==> src/rtl/sspq_pkg.sv <==
package sspq_pkg;

	// operation codes on the opcode input
	typedef enum logic {
		OP_ENQUEUE = 1'b0,
		OP_DEQUEUE = 1'b1
	} op_t;

	// per-cycle command broadcast to every cell of the chain
	typedef struct packed {
		logic push;
		logic pop;
	} cell_ctrl_t;

endpackage

==> src/rtl/stable_sorted_priority_queue_core.sv <==
// Bounded priority queue of DEPTH entries held sorted in a chain of cells, smallest priority
// at the head; an enqueue lands behind all entries of equal priority, so ties leave in FIFO
// order. Each transaction on the input is an enqueue (opcode 0) or a dequeue of the head
// (opcode 1) and yields exactly one result transaction with the head, the count, an empty
// flag and an error flag (enqueue on full or dequeue on empty, queue unchanged). Every cell
// compares the new priority with its own entry in parallel and shifts toward or away from
// the head in the same cycle, so one transaction is taken per cycle; the result sits in an
// output register, and a new transaction is taken whenever that register is empty or being
// drained in the same cycle.
module stable_sorted_priority_queue_core
	import sspq_pkg::*;
#(
	parameter int DEPTH       = 16,
	parameter int VALUE_WIDTH = 32,
	parameter int PRIO_WIDTH  = 16,
	localparam int CNT_W      = $clog2(DEPTH + 1)
) (
	input  logic                   clk,
	input  logic                   arst_n,
	input  logic                   in_valid,
	output logic                   in_ready,
	input  logic                   opcode,
	input  logic [VALUE_WIDTH-1:0] item_value,
	input  logic [PRIO_WIDTH-1:0]  item_priority,
	output logic                   out_valid,
	input  logic                   out_ready,
	output logic [VALUE_WIDTH-1:0] head_value,
	output logic [PRIO_WIDTH-1:0]  head_priority,
	output logic [CNT_W-1:0]       entry_count,
	output logic                   is_empty,
	output logic                   op_error
);

	logic                   out_valid_q;
	logic                   op_error_q;
	logic [CNT_W-1:0]       count_q;
	logic                   accept;
	logic                   full;
	logic                   empty;
	logic                   fault;
	cell_ctrl_t             ctrl;
	logic [DEPTH-1:0]       occ;
	logic [DEPTH-1:0]       stays;
	logic [VALUE_WIDTH-1:0] cell_value [DEPTH];
	logic [PRIO_WIDTH-1:0]  cell_prio  [DEPTH];

	// handshake and command decode
	assign in_ready = !out_valid_q || out_ready;
	assign accept   = in_valid && in_ready;
	assign full     = (count_q == CNT_W'(DEPTH));
	assign empty    = (count_q == '0);

	always_comb begin
		ctrl.push = 1'b0;
		ctrl.pop  = 1'b0;
		fault     = 1'b0;
		unique case (op_t'(opcode))
			OP_ENQUEUE: begin
				ctrl.push = accept && !full;
				fault     = full;
			end
			OP_DEQUEUE: begin
				ctrl.pop = accept && !empty;
				fault    = empty;
			end
			default: begin
				fault = 1'b1;
			end
		endcase
	end

	// chain of cells
	for (genvar i = 0; i < DEPTH; i++) begin : g_cell
		logic                   l_stays;
		logic [VALUE_WIDTH-1:0] l_value;
		logic [PRIO_WIDTH-1:0]  l_prio;
		logic [VALUE_WIDTH-1:0] r_value;
		logic [PRIO_WIDTH-1:0]  r_prio;

		assign occ[i] = (count_q > CNT_W'(i));

		if (i == 0) begin : g_head
			assign l_stays = 1'b1;
			assign l_value = item_value;
			assign l_prio  = item_priority;
		end else begin : g_mid
			assign l_stays = stays[i-1];
			assign l_value = cell_value[i-1];
			assign l_prio  = cell_prio[i-1];
		end

		if (i == DEPTH - 1) begin : g_tail
			assign r_value = '0;
			assign r_prio  = '0;
		end else begin : g_inner
			assign r_value = cell_value[i+1];
			assign r_prio  = cell_prio[i+1];
		end

		sspq_cell #(
			.VALUE_WIDTH(VALUE_WIDTH),
			.PRIO_WIDTH (PRIO_WIDTH)
		) u_cell (
			.clk        (clk),
			.ctrl       (ctrl),
			.occupied   (occ[i]),
			.new_value  (item_value),
			.new_prio   (item_priority),
			.left_stays (l_stays),
			.left_value (l_value),
			.left_prio  (l_prio),
			.right_value(r_value),
			.right_prio (r_prio),
			.value      (cell_value[i]),
			.prio       (cell_prio[i]),
			.stays      (stays[i])
		);
	end

	// entry count and result register
	always_ff @(posedge clk or negedge arst_n) begin
		if (!arst_n) begin
			count_q     <= '0;
			out_valid_q <= 1'b0;
			op_error_q  <= 1'b0;
		end else begin
			if (ctrl.push) begin
				count_q <= count_q + CNT_W'(1);
			end else if (ctrl.pop) begin
				count_q <= count_q - CNT_W'(1);
			end
			if (accept) begin
				out_valid_q <= 1'b1;
				op_error_q  <= fault;
			end else if (out_ready) begin
				out_valid_q <= 1'b0;
			end
		end
	end

	// cells only move on a transaction that also loads the result, so the head reads live
	assign out_valid     = out_valid_q;
	assign op_error      = op_error_q;
	assign entry_count   = count_q;
	assign is_empty      = empty;
	assign head_value    = empty ? '0 : cell_value[0];
	assign head_priority = empty ? '0 : cell_prio[0];

	// checks
	a_result_follows: assert property (@(posedge clk) disable iff (!arst_n)
		accept |=> out_valid_q)
		else $error("no result after accepted transaction");

	a_count_bound: assert property (@(posedge clk) disable iff (!arst_n)
		count_q <= CNT_W'(DEPTH))
		else $error("entry count above depth");

	a_head_sorted: assert property (@(posedge clk) disable iff (!arst_n)
		(count_q >= CNT_W'(2)) |-> (cell_prio[0] <= cell_prio[1]))
		else $error("head entries out of order");

	a_refused_hold: assert property (@(posedge clk) disable iff (!arst_n)
		(accept && fault) |=> (op_error_q && $stable(count_q)))
		else $error("refused operation changed the count");

endmodule

==> src/rtl/sspq_cell.sv <==
module sspq_cell
	import sspq_pkg::*;
#(
	parameter int VALUE_WIDTH = 32,
	parameter int PRIO_WIDTH  = 16
) (
	input  logic                   clk,
	input  cell_ctrl_t             ctrl,
	input  logic                   occupied,
	input  logic [VALUE_WIDTH-1:0] new_value,
	input  logic [PRIO_WIDTH-1:0]  new_prio,
	input  logic                   left_stays,
	input  logic [VALUE_WIDTH-1:0] left_value,
	input  logic [PRIO_WIDTH-1:0]  left_prio,
	input  logic [VALUE_WIDTH-1:0] right_value,
	input  logic [PRIO_WIDTH-1:0]  right_prio,
	output logic [VALUE_WIDTH-1:0] value,
	output logic [PRIO_WIDTH-1:0]  prio,
	output logic                   stays
);

	logic [VALUE_WIDTH-1:0] value_q;
	logic [PRIO_WIDTH-1:0]  prio_q;
	logic [VALUE_WIDTH-1:0] value_d;
	logic [PRIO_WIDTH-1:0]  prio_d;
	logic                   load;

	// entry sorts at or ahead of the new item, so it keeps its slot
	assign stays = occupied && (prio_q <= new_prio);

	// pick the next entry: new item, left neighbor on insert, right neighbor on pop
	always_comb begin
		load    = 1'b0;
		value_d = value_q;
		prio_d  = prio_q;
		priority if (ctrl.push) begin
			if (!stays) begin
				load = 1'b1;
				if (left_stays) begin
					value_d = new_value;
					prio_d  = new_prio;
				end else begin
					value_d = left_value;
					prio_d  = left_prio;
				end
			end
		end else if (ctrl.pop) begin
			load    = 1'b1;
			value_d = right_value;
			prio_d  = right_prio;
		end
	end

	// entry storage, payload only
	always_ff @(posedge clk) begin
		if (load) begin
			value_q <= value_d;
			prio_q  <= prio_d;
		end
	end

	assign value = value_q;
	assign prio  = prio_q;

endmodule
==> config.mk <==
export PLATFORM = sky130hd
export DESIGN_NAME = stable_sorted_priority_queue_core
export DESIGN_NICKNAME = d
export VERILOG_FILES = /design/src/rtl/sspq_pkg.sv /design/src/rtl/stable_sorted_priority_queue_core.sv /design/src/rtl/sspq_cell.sv
export SDC_FILE = /design/constraint.sdc
export NUM_CORES = 2
export LEC_CHECK = 0
export ABC_AREA = 0
export BUFFER_PORTS_ARGS = -buffer_cell sky130_fd_sc_hd__buf_2
export CAP_MARGIN = 20
export CORE_MARGIN = 2
export CORE_UTILIZATION = 55
export DETAILED_ROUTE_END_ITERATION = 8
export GPL_TIMING_DRIVEN = 1
export HOLD_SLACK_MARGIN = 0.08
export PLACE_DENSITY = 0.72
export RECOVER_POWER = 50
export SLEW_MARGIN = 5
export SYNTH_ARGS = -nofsm -noshare
export SYNTH_HDL_FRONTEND = slang
export SYNTH_SLANG_ARGS = --single-unit
==> constraint.sdc <==
create_clock -name clk -period 6 [get_ports clk]
set_input_delay 1.8 -clock clk [delete_from_list [all_inputs] [get_ports clk]]
set_output_delay 1.8 -clock clk [all_outputs]
set_load 0.02 [all_outputs]
## After elaboration in Yosys (flattened, before gate mapping)

Index checks and enable logic that the tools add are counted.
Widths: inputs -> output; s select.

- Bits in registers: 775
- Input port bits: 53

- $add $sub $neg: 2
- Order comparisons: 32
- Equal/unequal tests: 17
- Muxes and demuxes: 168
- Bitwise logic cells: 1
- Reduce and logical (&&, ||, !) cells: 42

Operators with widths:

| operator | count |
|---|---|
| $mux 32 | 64 |
| $mux 16 | 64 |
| $le 16x16->1 | 16 |
| $reduce_and 3->1 | 16 |
| $gt 5x4->1 const B | 8 |
| $mux 1 | 37 |
| $ne 2x2->1 const B | 16 |
| $gt 5x3->1 const B | 4 |
| $logic_and 1x1->1 | 19 |
| $gt 5x1->1 const B | 2 |
| $gt 5x2->1 const B | 2 |
| $mux 5 | 2 |
| $add 5x1->5 const B | 1 |
| $eq 5x5->1 const B | 1 |
| $logic_not 5->1 | 1 |
| $sub 5x1->5 const B | 1 |
| $reduce_bool 2->1 | 2 |
| $logic_not 1->1 | 3 |
| $pmux 1 s2 | 1 |
| $logic_or 1x1->1 | 1 |
| $not 1->1 | 1 |

## Depth between registers and ports, before layout

- Word-level depth: 8
- Mapped depth: 13

## Hierarchy

From an unflattened synthesis, not the netlist that was laid out.

- Cell total of the unflattened synthesis: 4424
- Area, all modules: 47496.8 um^2

By module, submodules not included:

| module | times used | cells an instance | area each (um^2) | sequential area each (um^2) |
|---|---|---|---|---|
| sspq_cell at g_cell[0].u_cell ... | 11 | 268 | 2906.5 | 1441.4 |
| sspq_cell at g_cell[6].u_cell ... | 4 | 268 | 2909.0 | 1441.4 |
| sspq_cell at g_cell[13].u_cell | 1 | 268 | 2900.3 | 1441.4 |
| stable_sorted_priority_queue_core | 1 | 136 | 988.4 | 175.2 |

## Worst setup path before layout

Ideal clock, no wire load.

- Kind: input-to-reg
- Start point: input port item_priority[14]
- End point: register g_cell[7].u_cell.prio_q[0], enable pin
- Setup time: 0.520 ns
- Arrival time: 7.481 ns
- Data required time: 5.480 ns
- Path slack: -2.001 ns
- Stages: 12
- Cells stage by stage: clkbuf_1 > inv_1 > ha_1 > nand4_1 > nor4_1 > o21ai_0 > o211a_1 > or2_2 > clkbuf_1 > buf_2 > buf_2 > o21ai_0

- Word-level cells in the longest chain between the ends: 5
- Elaborated cells on any way between the ends: 6
- Those cells by class: order compare (1); eq/ne (1); mux (2); reduce/logical (2)

RTL lines:

| item | RTL line | RTL |
|---|---|---|
| from (decl) | stable_sorted_priority_queue_core.sv:24 | `input logic [PRIO_WIDTH-1:0] item_priority,` |
| $le 16x16->1 (*) | sspq_cell.sv:29 | `assign stays = occupied && (prio_q <= new_prio);` |
| $logic_and 1x1->1 (*) | sspq_cell.sv:29 |  |
| $mux 1 | sspq_cell.sv:37 | `if (!stays) begin` |
| $mux 1 | sspq_cell.sv:36 | `priority if (ctrl.push) begin` |
| $reduce_and 3->1 (no line) (*) | -- |  |
| to (signal assigned) | sspq_cell.sv:58 | `prio_q <= prio_d;` |
| to (decl) | sspq_cell.sv:23 | `logic [PRIO_WIDTH-1:0] prio_q;` |

Mark *: on every way between the ends. The rest lies on a longest branch, timed or not.
A chain may end at the register's enable or synchronous reset.

## Worst setup path after layout

- Start point: input port item_priority[14]
- End point: register g_cell[11].u_cell.value_q[4], enable pin

- Word-level cells in the longest chain between the ends: 5
- Elaborated cells on any way between the ends: 6
- Those cells by class: order compare (1); eq/ne (1); mux (2); reduce/logical (2)

RTL lines:

| item | RTL line | RTL |
|---|---|---|
| $le 16x16->1 (*) | sspq_cell.sv:29 |  |
| $logic_and 1x1->1 (*) | sspq_cell.sv:29 |  |
| $mux 1 | sspq_cell.sv:37 |  |
| $mux 1 | sspq_cell.sv:36 |  |
| $reduce_and 3->1 (no line) (*) | -- |  |
| to (signal assigned) | sspq_cell.sv:57 | `value_q <= value_d;` |
| to (decl) | sspq_cell.sv:22 | `logic [VALUE_WIDTH-1:0] value_q;` |

Marked as above.

==> metrics.txt <==
Remaining Overflow, GRT=0; Area growth syn-to-layout=10.42%; TritonCTS clock tree=yes; met2 global-route usage=0.5643; drt via density=~7; remaining max-slew budget at the tightest pin=-0.2565; yosys synthesis warning count=0; number of sinks driven by the clock tree=around 780; initial cell density of the core=0.5551; number of levels in the clock H-tree=3; pin count of the biggest net entering global routing=153; global-route usage over all layers=0.3630; met3 Resource Use GR=0.08037; buffer cell driving the clock tree root=sky130_fd_sc_hd__clkbuf_16; buffer levels on the longest clock path=3; Total Die Area=a little over 80,000 um2; required time of the critical path=6.25 ns; Die H=between 200 and 300 um; IR drop worst, VDD=between 0.0002 and 0.0003 V; initial DRC count=between 4,000 and 5,000; DIE WIDTH=approximately 290 um; first drt pass iteration count=7; Slew @ Worst Pin=1.885 ns; number of failing hold endpoints at the final stage=0; number of synthesized flops with an enable pin=approximately 770; # setup viols final=0; detailed-route DRC error count=0; Async S/R FF share, synth=0.009032; Seq cells post-synth=a little under 800; Post-Route Utilization=0.6129; fillcell total=6,552; area of the core=slightly below 80,000 um2; Data arrival, critical path=roughly 6 ns; largest area contributor in the netlist=sky130_fd_sc_hd__edfxtp_1; M1 GR Usage=0.4816; number of antenna violations at the first check in global routing=4; clock slew seen by the registers of the worst setup and hold paths=0.06 ns; proportion of layout cells with a drive suffix above 1=0.1647; Seq/Total Area, Yosys=0.5308; cts repair resizes=0; commonest register cell after synthesis=sky130_fd_sc_hd__edfxtp_1; GRT Max-Usage Layer=met2; IO Pins=between 100 and 150; placer's final routability congestion estimate=between 1 and 1.5; achievable frequency=between 150 and 200 MHz; run status=finished, violations left; kind of path behind the tightest hold check=register to register; max_cap viols=2; most common cell in the synthesized netlist=sky130_fd_sc_hd__edfxtp_1; post-CTS repair timing setup buffer count=0; maximum fanout count along the critical path=15; port buffer count=109; kind of start point of the critical path=input port; static power due to leakage=18.13 nW; CTS Buf Count=between 80 and 90; half-perimeter wire length after placement=around 96 mm; kind of end point of the critical path=register; Post-Route Setup TNS=0 ns; final worst clock skew=~0.024 ns; violated checks=max-capacitance violations, max-slew violations; most numerous cell types in the synthesized netlist=sky130_fd_sc_hd__edfxtp_1 (768), sky130_fd_sc_hd__nand2_1 (488), sky130_fd_sc_hd__a21oi_1 (439); antenna-violating nets left=0; number of nets in the synthesized netlist=around 4,500; post-synthesis cell area=between 40,000 and 50,000 um2; number of nets at the end of the flow=~4,500; total power density per cell area=407.8 nW/um2; via count of the first global-routing pass=34,680; crit path kind=input port to register; RSZ-0062 raised after global routing=false; Gate Count Post-Synth=4,139; via count=36,260; share of the synthesized area in the top cell type=0.5268; post-DR wirelength/cell=~29 um; part of the cycle the worst path needs=0.9340; Site Rows=slightly above 100; global-route wire length before repair=around 220 mm; number of distinct standard cells referenced by the synthesized netlist=65; hold_buf cts=0; Post-Syn Area per Cell=10.58 um2; minimum clock period after layout=~5.6 ns; cell types occupying the most area after synthesis=sky130_fd_sc_hd__edfxtp_1 (53%), sky130_fd_sc_hd__ha_1 (7.5%), sky130_fd_sc_hd__o221a_2 (6.2%); WL final=around 150 mm; final slew viol count=roughly 70; insertion delay to the later sink of the worst-skew pair=about 0.66 ns
==> cells in the final DEF (no fill, tap or decap), types with 18 or more instances in the layout <==
master,n
sky130_fd_sc_hd__clkbuf_16,86
sky130_fd_sc_hd__a21o_1,27
sky130_fd_sc_hd__ha_1,261
sky130_fd_sc_hd__clkinv_1,19
sky130_fd_sc_hd__mux2i_1,48
sky130_fd_sc_hd__nor2_1,402
sky130_fd_sc_hd__nand3_1,109
sky130_fd_sc_hd__o22a_1,47
sky130_fd_sc_hd__o22ai_1,195
sky130_fd_sc_hd__nand2_1,480
sky130_fd_sc_hd__edfxtp_1,768
sky130_fd_sc_hd__clkbuf_1,50
sky130_fd_sc_hd__o21ai_0,131
sky130_fd_sc_hd__a31oi_1,53
sky130_fd_sc_hd__nand4_1,45
sky130_fd_sc_hd__a21oi_1,439
sky130_fd_sc_hd__nand2b_1,103
sky130_fd_sc_hd__o221a_2,240
sky130_fd_sc_hd__or2_2,50
sky130_fd_sc_hd__inv_1,132
sky130_fd_sc_hd__clkinv_2,18
sky130_fd_sc_hd__o211ai_1,26
sky130_fd_sc_hd__o211ai_2,33
sky130_fd_sc_hd__buf_12,31
sky130_fd_sc_hd__nor2b_1,68
sky130_fd_sc_hd__buf_2,89
sky130_fd_sc_hd__buf_4,84
==> sequential cells by signal, indices dropped and copies added (netlist names) <==
name and cells:
g_cell.u_cell.value 512, op_error 1, entry_count 5, g_cell.u_cell.prio 256
out_valid 1
==> metal layers <==
layer / part of all wire / vias to the layer above
met1: 0.38 / 17660
met3: 0.11 / 489
met5: 0 / -
li1: - / 15630
met2: 0.45 / 2482
met4: 0.054 / 0
==> kinds of logic (layout without fill, tap and decap cells) <==
| group | count (synthesis) | count (layout) | share of synthesized area |
|---|---|---|---|
| adders and majority gates | 261 | 261 | 0.07459 |
| DFF | 775 | 775 | 0.5308 |
| other | 0 | 4 | 0 |
| muxes | 48 | 48 | 0.01097 |
| buffers and inverters | 468 | 536 | 0.04399 |
| xor gates and xnor gates | 3 | 3 | 0.0006003 |
| and+or+nand+nor | 1324 | 1324 | 0.1358 |
| AOI/OAI and AO/OA | 1260 | 1260 | 0.2033 |
==> worst paths after layout <==
check,startpoint,endpoint,slack [ns],cells after the start
hold / removal,op_error,op_error,0.49,2
max in group asynchronous,arst_n,entry_count[3],4.56,1
min in group asynchronous,arst_n,entry_count[0],1.09,1
setup reg to reg,entry_count[0],g_cell[15].u_cell.value[5],1.03,7
setup / recovery,item_priority[14],g_cell[11].u_cell.value[4],0.40,11
hold reg to reg,op_error,op_error,0.49,2
==> through the flow <==
| stage | setup WS [ns] | area (um2) | std cells | hold slack (ns) | power, mW |
|---|---|---|---|---|---|
| 2_1_floorplan | 0.1063 | 43800 | 4139 | 0.5027 | 12.01 |
| 6_report | 0.3957 | 48340 | 5261 | 0.4937 | 19.71 |
| 3_5_place_dp | 0.1465 | 46000 | 5102 | 0.4779 | 14.56 |
| 5_1_grt | 0.3302 | 48330 | 5258 | 0.5258 | 20.40 |
| 4_1_cts | 0.8319 | 48620 | 5257 | 0.4912 | 19.62 |
| 3_3_place_gp | 0.2745 | 46000 | 5102 | 0.4725 | 14.39 |
==> critical path, cell delays in order <==
cell and delay, ns:
sky130_fd_sc_hd__clkbuf_1 0.54, sky130_fd_sc_hd__inv_1 0.41, sky130_fd_sc_hd__buf_4 0.29, sky130_fd_sc_hd__ha_1 0.31
sky130_fd_sc_hd__nand4_1 0.18, sky130_fd_sc_hd__nor4_1 0.50, sky130_fd_sc_hd__o21ai_0 0.18, sky130_fd_sc_hd__a31oi_1 0.23
sky130_fd_sc_hd__o21ai_0 0.20, sky130_fd_sc_hd__nand2_2 0.14, sky130_fd_sc_hd__clkbuf_1 1.05
==> power breakdown <==
| group | switching, mW | leakage, nW | internal [mW] |
|---|---|---|---|
| clock network | 2.27 | 1.28 | 2.82 |
| registers | 0.765 | 7.29 | 7.49 |
| logic | 4.25 | 9.55 | 2.12 |
| total | 7.28 | 18.1 | 12.4 |
==> area by class of cell <==
class,count,area [um2],share of cell area
diodes,4,10.01,0.0002071
clock buffers,104,2220,0.04592
clock inverters,51,405.4,0.008386
inverters,132,495.5,0.01025
multi-input cells,2896,18770,0.3883
flip-flops and latches,775,23240,0.4807
well taps,1050,1314,0.02718
repair buffers,249,1889,0.03908
Power figures use the tool's default switching activity.
